### config.mk
export PLATFORM = sky130hd
export DESIGN_NAME = suffix_radix_number_parser_flat
export DESIGN_NICKNAME = d
export VERILOG_FILES = /design/src/rtl/core/srnp_pkg.sv /design/src/rtl/core/srnp_stream_if.sv /design/src/rtl/core/suffix_radix_number_parser.sv /design/src/flat_wrapper.sv
export VERILOG_INCLUDE_DIRS = /design/src /design/src/rtl/core
export SDC_FILE = /design/constraint.sdc
export NUM_CORES = 1
export LEC_CHECK = 0
export BUFFER_PORTS_ARGS = -buffer_cell sky130_fd_sc_hd__buf_4
export CAP_MARGIN = 20
export CORE_ASPECT_RATIO = 1.2
export CORE_MARGIN = 2
export CORE_UTILIZATION = 35
export DETAILED_ROUTE_END_ITERATION = 10
export GPL_TIMING_DRIVEN = 0
export SLEW_MARGIN = 20
export SYNTH_ARGS = -nofsm -noshare
export SYNTH_HDL_FRONTEND = slang
export SYNTH_SLANG_ARGS = --single-unit
### constraint.sdc
create_clock -name clk -period 8.4 [get_ports clk]
set_input_delay 0.42 -clock clk [delete_from_list [all_inputs] [get_ports clk]]
set_output_delay 0.42 -clock clk [all_outputs]
set_load 0.1 [all_outputs]
### src/rtl/core/suffix_radix_number_parser_defines.svh
// Assertion helpers used by the parser RTL.
`ifndef SUFFIX_RADIX_NUMBER_PARSER_DEFINES_SVH
`define SUFFIX_RADIX_NUMBER_PARSER_DEFINES_SVH

// Same-cycle implication, disabled while in reset.
`define SRNP_ASSERT_NOW(label, clk, rst, ante, cons, msg) \
  label: assert property (@(posedge clk) disable iff (rst) (ante) |-> (cons)) else $error(msg);

// Next-cycle implication, disabled while in reset.
`define SRNP_ASSERT_NEXT(label, clk, rst, ante, cons, msg) \
  label: assert property (@(posedge clk) disable iff (rst) (ante) |=> (cons)) else $error(msg);

`endif

### src/rtl/core/srnp_pkg.sv
package srnp_pkg;

  localparam int unsigned ValueWidth = 16;
  localparam int unsigned CharWidth  = 8;
  localparam int unsigned RadixWidth = 2;

  typedef logic [CharWidth-1:0]  char_t;
  typedef logic [ValueWidth-1:0] value_t;
  typedef logic [RadixWidth-1:0] radix_t;

  localparam char_t CH_HEX_SUFFIX = 8'h68;  // 'h'
  localparam char_t CH_BIN_SUFFIX = 8'h69;  // 'i'
  localparam char_t CH_LF   = 8'd10;
  localparam char_t CH_CR   = 8'd13;
  localparam char_t CH_DIG0 = 8'd48;
  localparam char_t CH_DIG1 = 8'd49;
  localparam char_t CH_DIG9 = 8'd57;
  localparam char_t CH_UPA  = 8'd65;
  localparam char_t CH_UPF  = 8'd70;
  localparam char_t CH_LOA  = 8'd97;
  localparam char_t CH_LOF  = 8'd102;

  localparam radix_t RADIX_DEC = 2'd0;
  localparam radix_t RADIX_HEX = 2'd1;
  localparam radix_t RADIX_BIN = 2'd2;
  localparam radix_t RADIX_UNUSED = 2'd3;

  typedef struct packed {
    char_t char_code;
    logic  last_char;
  } char_item_t;

  typedef struct packed {
    value_t value;
    logic   ok;
    radix_t radix;
  } result_item_t;

endpackage

### src/rtl/core/srnp_stream_if.sv
interface srnp_stream_if #(
  parameter type payload_t = logic
);
  logic     valid;
  logic     ready;
  payload_t payload;

  modport source (output valid, output payload, input ready);
  modport sink (input valid, input payload, output ready);
endinterface

### src/rtl/core/suffix_radix_number_parser.sv
// Number literal parser: takes one ASCII character per transfer (last_char marks the
// end) and returns one result per literal. The final character picks the radix:
// 'h' hexadecimal, 'i' binary, anything else decimal and counted as a digit. CR and
// LF are skipped; values wrap at 16 bits; ok drops at the first bad digit. One
// character is accepted every cycle, but the final character stalls while the result
// register is still held. A result goes from the input register through the accumulator
// update into the result register; the combinational accumulator update sets the rate.
`include "suffix_radix_number_parser_defines.svh"

module suffix_radix_number_parser (
  input logic          clk,
  input logic          rst,
  srnp_stream_if.sink   chars,
  srnp_stream_if.source results
);
  import srnp_pkg::*;

  logic  s1_valid;
  char_t s1_char;
  logic  s1_last;
  logic  s1_go;

  value_t hex_value, dec_value, bin_value;
  logic   hex_good, dec_good, bin_good;
  value_t hex_value_next, dec_value_next, bin_value_next;
  logic   hex_good_next, dec_good_next, bin_good_next;

  logic         out_valid;
  result_item_t out_item;
  result_item_t out_item_next;

  logic       skip;
  logic       dec_ok, hex_ok, bin_ok;
  logic [3:0] hex_digit;

  logic lit_done;
  logic s1_stall;
  logic acc_clear;

  // The final character stalls only when the result register is still held.
  assign s1_go        = s1_valid && (!s1_last || !out_valid || results.ready);
  assign chars.ready  = !s1_valid || s1_go;
  assign results.valid   = out_valid;
  assign results.payload = out_item;

  assign lit_done  = s1_go && s1_last;
  assign s1_stall  = s1_valid && !s1_go;
  assign acc_clear = (hex_value == '0) && (dec_value == '0) && (bin_value == '0) &&
                     hex_good && dec_good && bin_good;

  always_comb begin
    skip   = (s1_char == CH_LF) || (s1_char == CH_CR);
    dec_ok = s1_char inside {[CH_DIG0:CH_DIG9]};
    bin_ok = (s1_char == CH_DIG0) || (s1_char == CH_DIG1);
    hex_ok = 1'b1;
    hex_digit = 4'd0;
    if (s1_char inside {[CH_DIG0:CH_DIG9]}) begin
      hex_digit = s1_char[3:0];
    end else if (s1_char inside {[CH_UPA:CH_UPF]} || s1_char inside {[CH_LOA:CH_LOF]}) begin
      hex_digit = 4'd9 + {1'b0, s1_char[2:0]};
    end else begin
      hex_ok = 1'b0;
    end

    dec_value_next = dec_value;
    dec_good_next  = dec_good;
    hex_value_next = hex_value;
    hex_good_next  = hex_good;
    bin_value_next = bin_value;
    bin_good_next  = bin_good;
    if (!skip) begin
      if (dec_good) begin
        if (dec_ok) begin
          dec_value_next = (dec_value << 3) + (dec_value << 1)
                           + {{(ValueWidth-4){1'b0}}, s1_char[3:0]};
        end else begin
          dec_good_next = 1'b0;
        end
      end
      if (hex_good) begin
        if (hex_ok) begin
          hex_value_next = {hex_value[ValueWidth-5:0], hex_digit};
        end else begin
          hex_good_next = 1'b0;
        end
      end
      if (bin_good) begin
        if (bin_ok) begin
          bin_value_next = {bin_value[ValueWidth-2:0], s1_char[0]};
        end else begin
          bin_good_next = 1'b0;
        end
      end
    end

    if (s1_char == CH_HEX_SUFFIX) begin
      out_item_next = '{value: hex_value, ok: hex_good, radix: RADIX_HEX};
    end else if (s1_char == CH_BIN_SUFFIX) begin
      out_item_next = '{value: bin_value, ok: bin_good, radix: RADIX_BIN};
    end else begin
      out_item_next = '{value: dec_value_next, ok: dec_good_next, radix: RADIX_DEC};
    end
  end

  always_ff @(posedge clk) begin
    if (rst) begin
      s1_valid <= 1'b0;
    end else if (chars.ready) begin
      s1_valid <= chars.valid;
    end
    if (chars.ready && chars.valid) begin
      s1_char <= chars.payload.char_code;
      s1_last <= chars.payload.last_char;
    end
  end

  always_ff @(posedge clk) begin
    if (rst) begin
      hex_value <= '0;
      dec_value <= '0;
      bin_value <= '0;
      hex_good  <= 1'b1;
      dec_good  <= 1'b1;
      bin_good  <= 1'b1;
    end else if (s1_go) begin
      if (s1_last) begin
        hex_value <= '0;
        dec_value <= '0;
        bin_value <= '0;
        hex_good  <= 1'b1;
        dec_good  <= 1'b1;
        bin_good  <= 1'b1;
      end else begin
        hex_value <= hex_value_next;
        dec_value <= dec_value_next;
        bin_value <= bin_value_next;
        hex_good  <= hex_good_next;
        dec_good  <= dec_good_next;
        bin_good  <= bin_good_next;
      end
    end
  end

  always_ff @(posedge clk) begin
    if (rst) begin
      out_valid <= 1'b0;
    end else if (s1_go && s1_last) begin
      out_valid <= 1'b1;
    end else if (results.ready) begin
      out_valid <= 1'b0;
    end
    if (s1_go && s1_last) begin
      out_item <= out_item_next;
    end
  end

  `SRNP_ASSERT_NEXT(a_result_follows_last, clk, rst, lit_done, out_valid, "no result for literal")
  `SRNP_ASSERT_NEXT(a_clear_after_literal, clk, rst, lit_done, acc_clear, "state not cleared")
  `SRNP_ASSERT_NOW(a_stalled_stage_blocks, clk, rst, s1_stall, !chars.ready, "stage overrun")
  `SRNP_ASSERT_NOW(a_radix_code, clk, rst, out_valid, out_item.radix <= RADIX_BIN, "bad radix")

endmodule

### src/flat_wrapper.sv
// flat-port wrapper written by rule: the top's interface ports become plain ports
module suffix_radix_number_parser_flat import srnp_pkg::*;
  (clk, rst, chars_valid, chars_payload, chars_ready, results_valid, results_payload, results_ready);
  srnp_stream_if #(.payload_t(char_item_t)) chars_i ();
  srnp_stream_if #(.payload_t(result_item_t)) results_i ();
  input logic clk;
  input logic rst;
  input wire logic [$bits(chars_i.valid)-1:0] chars_valid;
  input wire logic [$bits(chars_i.payload)-1:0] chars_payload;
  output wire logic [$bits(chars_i.ready)-1:0] chars_ready;
  output wire logic [$bits(results_i.valid)-1:0] results_valid;
  output wire logic [$bits(results_i.payload)-1:0] results_payload;
  input wire logic [$bits(results_i.ready)-1:0] results_ready;
  assign chars_i.valid = chars_valid;
  assign chars_i.payload = chars_payload;
  assign chars_ready = chars_i.ready;
  assign results_valid = results_i.valid;
  assign results_payload = results_i.payload;
  assign results_i.ready = results_ready;
  suffix_radix_number_parser u_core (.clk(clk), .rst(rst), .chars(chars_i), .results(results_i));
endmodule
==> summary.md, run 1 <==
| Metric | Value |
|---|---|
| Status | `complete, no violations` |
| Register area | `0.001902 mm2` |
| First-pass GRT wire length | `18890 um` |
| Pin count of the biggest net entering global routing | `23` |
| Post-synth EDFFs | `28` |
| Pins Over Slew Limit | `0` |
| Final setup vio count | `0` |
| Final net count | `562` |
| Site Rows | `45` |
| Lkg Pwr | `2.186 nW` |
| Die width | `107.3 um` |
| Footprint of the multi-input gates | `0.002371 mm2` |
| Number of diodes | `0` |
| RSZ-0062 raised after global routing | `false` |
| Fin crit share | `40.77%` |
| Most common cell in the netlist | `nor2_1` |
| Async set-or-reset flop fraction in the synthesized netlist | `0%` |
| FMAX | `0.2920 GHz` |
| CORE AREA | `0.01256 mm2` |
| Synthesis Warnings | `0` |
| Sequential area share after synthesis | `42.46%` |
| Syn_area_per_cell | `9.470 um2` |
| Final Power | `0.8833 mW` |
| Hpwl dp | `9197 um` |
| Clock latency on the worst-skew pair | `0.34 ns` |
| Max FO, Critical Path | `5` |
| Clk sinks | `81` |
| Syn nets | `518` |
| Min Hold Slack | `0.2529 ns` |
| Area Overhead vs Synth | `16.79%` |
| Endpoints failing hold | `0` |
| All-layer global routing usage | `17.78%` |
| Sum of negative setup slack | `0 ns` |
| Cts bufs inserted | `9` |
| Post-CTS setup buffers | `0` |
| H-tree depth | `3` |
| Final wirelength | `11870 um` |
| Die ar. | `0.01372 mm2` |
| Worst EP arrival | `3.51 ns` |
| Relative slew margins | `34.14%` |
| Largest cells by area after synthesis | `dfxtp_1 24%, edfxtp_1 19%, ha_1 8.4%, nor2_1 4.6%, a22oi_1 3.9%` |
| Number of global-route vias before repair | `3678` |
| GRT overflow | `0` |
| Synth top cells by count | `55 x nor2_1, 53 x dfxtp_1, 39 x nand2_1, 30 x ha_1, 28 x edfxtp_1` |
| CP required | `8.49 ns` |
| CTS tree | `done` |
| Root Driver | `clkbuf_16` |
| Clock Pin Slew Worst Setup and Hold Paths | `0.06 ns` |
| Tightest Pin Transition | `0.9869 ns` |
| Worst vdd ir | `0.0001110 V` |
| Synthesized area | `0.004479 mm2` |
| Fillers | `1230` |
| Vias per inst | `5.464` |
| Ys flop type | `dfxtp_1` |
| Die height | `127.9 um` |
| Routed Antenna Nets | `0` |
| Post-synthesis register bit count | `81` |
| Worst min path class | `primary input to flop` |
| Via count | `3748` |
| Max-Cap Viols | `0` |
| Post-CTS Resized | `0` |
| Fin Clk Skew | `0.006123 ns` |
| Crit path launch type | `flop` |
| DRT Pass-1 Iters | `5` |
| CP Class | `flop to flop` |
| Layout cells sized above 1 | `13.03%` |
| IO buf count | `33` |
| Area leader, netlist | `dfxtp_1` |
| PD cells | `168.8 mW/mm2` |
| WL/cell | `17.30 um` |
| Fin crit period | `3.425 ns` |
| Mapped Cells | `473` |
| 1st-iter DRT viols | `213` |
| CTS Buffer Depth | `2` |
| Netlist cell types | `65` |
| # DRC | `0` |
| Hold buffers post-CTS | `0` |
| Worst Setup End Kind | `flop` |
| Initial core utilization | `35.68%` |
| Antenna violations before repair | `0` |
| Gpl congestion | `0.9200` |
| Area share of the largest cell type after synthesis | `23.69%` |
| I/O Pins | `34` |
==> power breakdown <==
part	leakage, nW	internal, mW	switching (mW)	total, mW
logic	1.35	0.0218	0.0500	0.0718
registers	0.702	0.412	0.00496	0.417
clock network	0.135	0.238	0.156	0.395
==> metal layers <==
metal	share of wire, %	GRT usage (%)	vias up	routed length [um]
met2	50	30.75	74	5962
li1	-	-	1855	-
met4	2.6	8.021	0	313
met3	3.0	2.339	24	360
met1	44	21.91	1795	5227
met5	0	0	-	0
==> path summary, 6_finish.rpt <==
kind / startpoint / end / slack [ns] / cells after the start
min: chars_payload[8] / u_core.s1_char[7] / 0.25 / 1
max: u_core.s1_char[3] / u_core.results.payload[17] / 4.98 / 10
min reg2reg: u_core.hex_good / u_core.hex_good / 0.45 / 2
max reg2reg: u_core.s1_char[3] / u_core.results.payload[17] / 4.98 / 10
==> state kept, by name (all words and copies together) (netlist names) <==
register,count
u_core.results.payload,19
u_core.bin_value,16
u_core.dec_value,16
u_core.hex_value,16
u_core.s1_char,8
u_core.bin_good,1
u_core.dec_good,1
u_core.hex_good,1
u_core.results.valid,1
u_core.s1_last,1
u_core.s1_valid,1
==> through the flow <==
step	util, %	std cells	instance area [um2]	setup slack, ns
finish	41.66	686	5231	4.976
global route	41.66	686	5231	4.752
CTS	41.66	686	5231	4.955
detailed placement	39.28	670	4932	4.959
global placement	39.28	670	4932	4.980
floorplan	-	473	4479	5.432
==> critical path, cell delays in order, from the launching register on <==
cell	delay, ns
edfxtp_1	0.38
inv_1	0.13
fa_1	0.50
inv_1	0.07
fa_1	0.46
a21o_1	0.21
a221oi_1	0.48
o21ai_0	0.36
and4b_1	0.29
o21ai_0	0.19
a31oi_1	0.10
==> cell usage in the layout (no fill, tap or decap), types with 4 or more instances in the layout <==
cell / n
a22o_1: 17
xor2_1: 4
nor3_1: 7
clkbuf_1: 18
nand3_1: 6
edfxtp_1: 28
nand2b_1: 6
a22oi_1: 23
dfxtp_1: 53
mux2i_1: 5
and2_1: 5
o21ai_0: 21
buf_2: 5
nand2_1: 39
ha_1: 30
nor2_1: 55
o22ai_1: 10
a21oi_1: 25
xnor2_1: 9
o32ai_1: 5
clkbuf_16: 9
buf_4: 37
a21o_1: 7
o211ai_1: 5
a211oi_1: 5
inv_1: 17
a31oi_1: 4
==> kinds of logic after synthesis <==
| kind of cell | share of synthesized area, % |
|---|---|
| AO/OA/AOI/OAI | 24.16 |
| AND/OR/NAND/NOR | 15.34 |
| flip-flops | 42.46 |
| buffers and inverters | 4.609 |
| adder cells (fa/ha/maj) | 9.274 |
| XOR/XNOR | 2.542 |
| multiplexers | 1.620 |
==> final cells by class <==
type,count,area share [%]
buffer,28,2.727
clock buffer,12,4.712
clock inverter,4,1.005
inverter,17,1.220
multi-input combinational,347,45.32
sequential,81,36.35
tap,164,3.923
timing repair buffer,33,4.736
Note: power is estimated with default switching activity, not from simulation.
==> run 2, diff against run 1 <==
- clock period: 8.4 -> 3.25 ns (I/O delays scaled with it)
==> summary.md, run 2 (synthesis gave the netlist of run 1 again) <==
| Metric | Value |
|---|---|
| Status | `complete, no violations` |
| Die ar. | `0.01372 mm2 (unchanged)` |
| Worst R2R Setup Slack | `0.22 ns (-4.75 ns)` |
| Vias per inst | `5.449 (-0.27%)` |
| Fin crit period | `3.025 ns (-0.3992 ns)` |
| Initial core utilization | `35.68% (unchanged)` |
| Worst min path class | `primary input to flop` |
| Met3 WL | `385 um (+6.9%)` |
| Root Driver | `clkbuf_16` |
| Hold Path Depth | `3 (+2)` |
| Clk sinks | `81 (unchanged)` |
| Final core utilization | `42.60% (+0.94 points)` |
| Site Rows | `45 (unchanged)` |
| Relative slew margins | `34.09% (-0.044 points)` |
| Number of flip-flops in the largest register | `19 (unchanged)` |
| Commonest non-fill, non-tap cell in the layout | `nor2_1` |
| Switching fraction of total power | `24.04% (+0.12 points)` |
| Worst vdd ir | `0.0002882 V (+160%)` |
| CTS Buffer Depth | `2 (unchanged)` |
| I/O Pins | `34 (unchanged)` |
| Die width | `107.3 um (unchanged)` |
| GRT overflow | `0 (unchanged)` |
| IO buf count | `33 (unchanged)` |
| Cts bufs inserted | `9 (unchanged)` |
| Reg2Reg Capture Point | `u_core.results.payload[12]` |
| Die height | `127.9 um (unchanged)` |
| Gpl congestion | `0.9200 (unchanged)` |
| WL/cell | `17.07 um (-1.3%)` |
| CORE AREA | `0.01256 mm2 (unchanged)` |
| Antenna violations before repair | `0 (unchanged)` |
| Max FO, Critical Path | `5 (unchanged)` |
| DRT Pass-1 Iters | `7 (+2)` |
| Endpoints failing hold | `0 (unchanged)` |
| Part of the power in registers | `46.9% (-0.3 points)` |
| Psw | `0.5519 mW (+160%)` |
| RSZ-0062 raised after global routing | `false` |
| Clock power share | `44.6% (about the same)` |
| FMAX | `0.3305 GHz (+13%)` |
| Layout cells sized above 1 | `13.75% (+0.72 points)` |
| Pin count of the biggest net entering global routing | `23 (unchanged)` |
| Gate power share | `8.4% (+0.3 points)` |
| PD cells | `429.3 mW/mm2 (+150%)` |
| Final wirelength | `11870 um (about the same)` |
| Worst Setup End Kind | `flop` |
| Sum of negative setup slack | `0 ns (unchanged)` |
| Fin Clk Skew | `0.006764 ns (+0.0006407 ns)` |
| Hpwl dp | `9197 um (unchanged)` |
| Area Overhead vs Synth | `19.41%` |
| HP Start | `rst` |
| Number of diodes | `0 (unchanged)` |
| Worst EP arrival | `3.12 ns (-0.39 ns)` |
| Number of global-route vias before repair | `3705 (+0.73%)` |
| P_int | `1.744 mW (+160%)` |
| 1st-iter DRT viols | `227 (+6.6%)` |
| H-tree depth | `3 (unchanged)` |
| Metal-1 WL | `5137 um (-1.7%)` |
| Final setup vio count | `0 (unchanged)` |
| Routed Antenna Nets | `0 (unchanged)` |
| Hold Path Sink | `u_core.hex_good` |
| CTS tree | `done` |
| Clock latency on the worst-skew pair | `0.34 ns (about the same)` |
| Post-CTS setup buffers | `0 (unchanged)` |
| Pins Over Slew Limit | `0 (unchanged)` |
| Top sig layer | `met4` |
| Max-Cap Viols | `0 (unchanged)` |
| Clock Pin Slew Worst Setup and Hold Paths | `0.06 ns (about the same)` |
| Final net count | `571 (+1.6%)` |
| CP required | `3.34 ns (-5.15 ns)` |
| Via count | `3787 (+1.0%)` |
| Crit path launch type | `flop` |
| Fillers | `1223 (-0.57%)` |
| Tightest Pin Transition | `0.9875 ns (+0.0006548 ns)` |
| Most frequent cells in the layout | `55 x nor2_1, 53 x dfxtp_1, 39 x nand2_1, 37 x buf_4, 30 x ha_1` |
| All-layer global routing usage | `17.86% (+0.085 points)` |
| First-pass GRT wire length | `19010 um (+0.66%)` |
| R2R cell count | `10 (unchanged)` |
| CP Class | `flop to flop` |
| Lkg Pwr | `2.227 nW (+1.9%)` |
| Worst r2r src | `u_core.s1_char[3]` |
| Fin crit share | `93.09% (+52 points)` |
| # DRC | `0 (unchanged)` |
| Routed length on met2 | `6034 um (+1.2%)` |
-- run 2: changes by cell type in the layout (fill, tap and decap cells not counted), moves of 2 or more --
cell,previous run,this run
clkbuf_1,18,16
dlygate4sd3_1,0,9
o21ai_0,21,19
clkbuf_2,1,3
-- run 2: routing by layer --
metal | vias up | GRT usage [%]
met5 | - | 0
met4 | 0 | 8.021
met3 | 21 | 2.339
met2 | 81 | 30.83
met1 | 1814 | 22.10
li1 | 1871 | -
-- run 2: power groups by stage --
stage / sequential [mW] / combinational, mW / clock (mW)
3_5_place_dp: 1.10 / 0.185 / 0
6_report: 1.08 / 0.194 / 1.03
2_1_floorplan: 1.13 / 0.0929 / 0
3_3_place_gp: 1.10 / 0.184 / 0
5_1_grt: 1.08 / 0.210 / 1.07
4_1_cts: 1.08 / 0.194 / 1.03
-- run 2: worst max-delay path: stages, from the launching register on --
cell,delay [ns]
edfxtp_1,0.42
inv_1,0.20
fa_1,0.44
inv_1,0.11
ha_1,0.25
a211o_1,0.31
a21o_1,0.20
a21oi_1,0.23
mux2i_2,0.33
nand3_1,0.13
o211a_1,0.16
-- run 2: worst max-delay path by stage --
| stage | startpoint | end | slack [ns] | cells after the start |
|---|---|---|---|---|
| detailed placement | u_core.s1_char[3] | u_core.results.payload[17] | -0.19 | 10 |
| CTS | u_core.s1_char[3] | u_core.results.payload[17] | 0.11 | 10 |
| finish | u_core.s1_char[3] | u_core.results.payload[12] | 0.22 | 10 |
| floorplan | u_core.dec_value[0] | u_core.results.payload[17] | 0.28 | 10 |
| global route | u_core.s1_char[3] | u_core.results.payload[18] | 0.0005 | 10 |
| global placement | u_core.s1_char[3] | u_core.results.payload[17] | -0.17 | 10 |
-- run 2: repair_timing --
item | 4_1_cts | 5_1_grt
hold buffers | 8 | 1
endpoints found under the setup margin | 5 | 6
resized for setup | 2 | 8
endpoints found under the hold margin | 8 | 1
-- run 2: area by class of cell --
type / count / area (um2) / share of cell area, %
plain buffers: 28 / 145.1 / 2.713
clock buffers: 12 / 246.5 / 4.608
clock inverters: 4 / 52.55 / 0.9825
inverters: 17 / 63.81 / 1.193
multi-input cells: 347 / 2396 / 44.80
flip-flops and latches: 81 / 1902 / 35.56
well taps: 164 / 205.2 / 3.836
repair buffers: 42 / 337.8 / 6.316
-- run 2: stage by stage --
step	power (mW)	hold WS, ns	worst slack [ns]	area (um2)	instances
5_1_grt	2.362	0.05890	0.0004960	5349	695
3_3_place_gp	1.283	0.3414	-0.1699	4932	670
6_report	2.296	0.03029	0.2247	5349	695
3_5_place_dp	1.285	0.3420	-0.1909	4932	670
2_1_floorplan	1.228	0.2614	0.2816	4479	473
4_1_cts	2.299	0.001086	0.1115	5318	694
==> run 3, diff against run 2 <==
- ABC_AREA: unset -> 1
- SLEW_MARGIN: 20 -> unset
==> summary.md, run 3 <==
| Metric | Value |
|---|---|
| Status | `complete, no violations` |
| Gpl congestion | `0.8205 (-11%)` |
| Clk sinks | `81 (unchanged)` |
| Most frequent cells in the layout | `168 x nand2_1, 70 x nand3_1, 53 x inv_1, 53 x dfxtp_1, 34 x buf_4` |
| HP Start | `chars_payload[1]` |
| Pin count of the biggest net entering global routing | `22 (-4.3%)` |
| Commonest non-fill, non-tap cell in the layout | `nand2_1` |
| Routed Antenna Nets | `0 (unchanged)` |
| Syn nets | `646 (+25%)` |
| Relative slew margins | `50.69% (+17 points)` |
| Fin crit share | `81.85% (-11 points)` |
| Area Overhead vs Synth | `17.67%` |
| All-layer global routing usage | `16.41% (-1.5 points)` |
| 1st-iter DRT viols | `252 (+11%)` |
| DRT Pass-1 Iters | `4 (-3)` |
| Via count | `4157 (+9.8%)` |
| I/O Pins | `34 (unchanged)` |
| H-tree depth | `3 (unchanged)` |
| Layout cells sized above 1 | `18.24% (+4.5 points)` |
| Tightest Pin Transition | `0.7396 ns (-0.2479 ns)` |
| Max-Cap Viols | `0 (unchanged)` |
| Crit path launch type | `flop` |
| Fin crit period | `2.660 ns (-0.3653 ns)` |
| Number of flip-flops in the largest register | `19 (unchanged)` |
| Register area | `0.001902 mm2 (unchanged)` |
| Area leader, netlist | `dfxtp_1` |
| Die height | `131.9 um (+3.1%)` |
| Async set-or-reset flop fraction in the synthesized netlist | `0% (unchanged)` |
| FMAX | `0.3759 GHz (+14%)` |
| Number of global-route vias before repair | `4199 (+13%)` |
| Pins Over Slew Limit | `0 (unchanged)` |
| Ys flop type | `dfxtp_1` |
| Worst min path class | `primary input to flop` |
| Worst Setup End Kind | `flop` |
| Area share of the largest cell type after synthesis | `22.23% (-1.5 points)` |
| R2R cell count | `13 (+3)` |
| Cts bufs inserted | `9 (unchanged)` |
| Min Hold Slack | `0.003562 ns (-0.02673 ns)` |
| Largest cells by area after synthesis | `dfxtp_1 22%, edfxtp_1 18%, nand2_1 13%, ha_1 7.9%, nand3_1 7.3%` |
| First-pass GRT wire length | `19610 um (+3.2%)` |
| Hold Path Sink | `u_core.s1_char[0]` |
| RSZ-0062 raised after global routing | `false` |
| Sum of negative setup slack | `0 ns (unchanged)` |
| Fin Clk Skew | `0.004221 ns (-0.002543 ns)` |
| Hpwl dp | `9181 um (-0.17%)` |
| Fillers | `1340 (+9.6%)` |
| Endpoints failing hold | `0 (unchanged)` |
| Lkg Pwr | `2.404 nW (+8.0%)` |
| CTS Buffer Depth | `2 (unchanged)` |
| Post-synth EDFFs | `28 (unchanged)` |
| Site Rows | `46 (+2.2%)` |
| Synth top cells by count | `168 x nand2_1, 70 x nand3_1, 53 x dfxtp_1, 53 x inv_1, 30 x ha_1` |
| Worst EP arrival | `2.75 ns (-0.37 ns)` |
| Number of diodes | `0 (unchanged)` |
| Vias per inst | `5.033 (-7.6%)` |
| Clock latency on the worst-skew pair | `0.34 ns (about the same)` |
| IO buf count | `33 (unchanged)` |
| Netlist cell types | `39 (-40%)` |
| Reg2Reg Capture Point | `u_core.results.payload[11]` |
| Final setup vio count | `0 (unchanged)` |
| Root Driver | `clkbuf_16` |
| Die width | `110.6 um (+3.1%)` |
| Clock Pin Slew Worst Setup and Hold Paths | `0.06 ns (about the same)` |
| CP required | `3.34 ns (about the same)` |
| WL/cell | `14.05 um (-18%)` |
| Post-synthesis register bit count | `81 (unchanged)` |
| Worst vdd ir | `0.0003040 V (+5.5%)` |
| Sequential area share after synthesis | `39.85% (-2.6 points)` |
| Footprint of the multi-input gates | `0.002485 mm2 (+3.7%)` |
| Mapped Cells | `601 (+27%)` |
| Hold Path Depth | `1 (-2)` |
| Max FO, Critical Path | `7 (+2)` |
| Worst r2r src | `u_core.s1_char[2]` |
| GRT overflow | `0 (unchanged)` |
| Initial core utilization | `35.89% (+0.22 points)` |
| Antenna violations before repair | `0 (unchanged)` |
| # DRC | `0 (unchanged)` |
| Layout Cells excl Fill | `826 (+19%)` |
| Synthesis Warnings | `0 (unchanged)` |
| Final net count | `698 (+22%)` |
| PD cells | `409.7 mW/mm2 (-4.5%)` |
| CORE AREA | `0.01330 mm2 (+5.9%)` |
| Synthesized area | `0.004772 mm2 (+6.5%)` |
| Most common cell in the netlist | `nand2_1` |
| Syn_area_per_cell | `7.940 um2 (-16%)` |
| Placed cell count | `802 (+20%)` |
| Die ar. | `0.01459 mm2 (+6.3%)` |
| Final wirelength | `11600 um (-2.2%)` |
| Worst R2R Setup Slack | `0.59 ns (+0.37 ns)` |
| Final Power | `2.301 mW (+0.21%)` |
| CP Class | `flop to flop` |
| CTS tree | `done` |
-- run 3: changes by cell type after synthesis, sizes merged, moves of 16 or more --
cell,before,now
nor2,55,33
a22o,17,0
inv,17,59
a21oi,25,41
nand2,39,191
nand3,6,74
-- run 3: worst max path at each step --
stage	cells after the start	from	slack (ns)	endpoint
global route	13	u_core.s1_char[2]	0.38	u_core.results.payload[11]
global placement	11	u_core.s1_char[2]	0.65	u_core.results.payload[17]
CTS	14	u_core.dec_value[0]	0.59	u_core.results.payload[11]
detailed placement	12	u_core.dec_value[0]	0.59	u_core.results.payload[13]
floorplan	5	u_core.results.valid	0.49	u_core.s1_char[0]
finish	13	u_core.s1_char[2]	0.59	u_core.results.payload[11]
-- run 3: critical path, cell delays in order (launching register included) --
cell and delay, ns:
edfxtp_1 0.54, ha_1 0.35, ha_1 0.24, fa_1 0.45, nand3_1 0.11, nand3_1 0.18
nand2_1 0.11, nand2_1 0.07, nor2_1 0.09, nor2_1 0.04, nand2_1 0.06, nand2_1 0.07
nand2_1 0.06, nand2_1 0.04
-- run 3: layout make-up --
cell class / instances / area share [%]
clock inverters: 6 / 0.9804
inverters: 62 / 4.323
flip-flops and latches: 81 / 33.87
multi-input cells: 439 / 44.25
clock buffers: 10 / 4.456
plain buffers: 19 / 2.540
repair buffers: 41 / 5.838
well taps: 168 / 3.743
-- run 3: stage by stage --
| stage | utilization, % | setup slack (ns) | instance area, um2 |
|---|---|---|---|
| 3_5_place_dp | 39.34 | 0.5922 | 5230 |
| 6_report | 42.24 | 0.5900 | 5615 |
| 5_1_grt | 42.24 | 0.3817 | 5615 |
| 4_1_cts | 42.24 | 0.5878 | 5615 |
| 2_1_floorplan | - | 0.4915 | 4772 |
| 3_3_place_gp | 39.34 | 0.6473 | 5230 |
-- run 3: routing by layer --
layer	global-route usage [%]	vias up	part of all wire, %
li1	-	2110	-
met5	0	-	0
met1	19.56	1942	44
met4	8.194	0	3.7
met2	28.56	76	49
met3	2.667	29	3.2
-- run 3: timing repair --
item,4_1_cts,5_1_grt
hold buffers,8,0
gates resized for setup,0,0
setup buffers,0,0
hold endpoints to repair,8,0
setup endpoints to repair,0,0
-- run 3: kinds of logic (layout without fill, tap and decap cells) --
logic type | Yosys count | after routing | synth area share [%]
XOR/XNOR | 4 | 4 | 0.7343
buffers and inverters | 81 | 138 | 8.076
flip-flops | 81 | 81 | 39.85
AND/OR/NAND/NOR | 311 | 311 | 30.44
AO/OA/AOI/OAI | 92 | 92 | 12.19
adder cells (fa/ha/maj) | 32 | 32 | 8.705
-- run 3: report_power, final --
group	total [mW]	internal (mW)	switching, mW
Combinational	0.185	0.0537	0.131
Sequential	1.08	1.07	0.0177
Clock	1.03	0.633	0.399
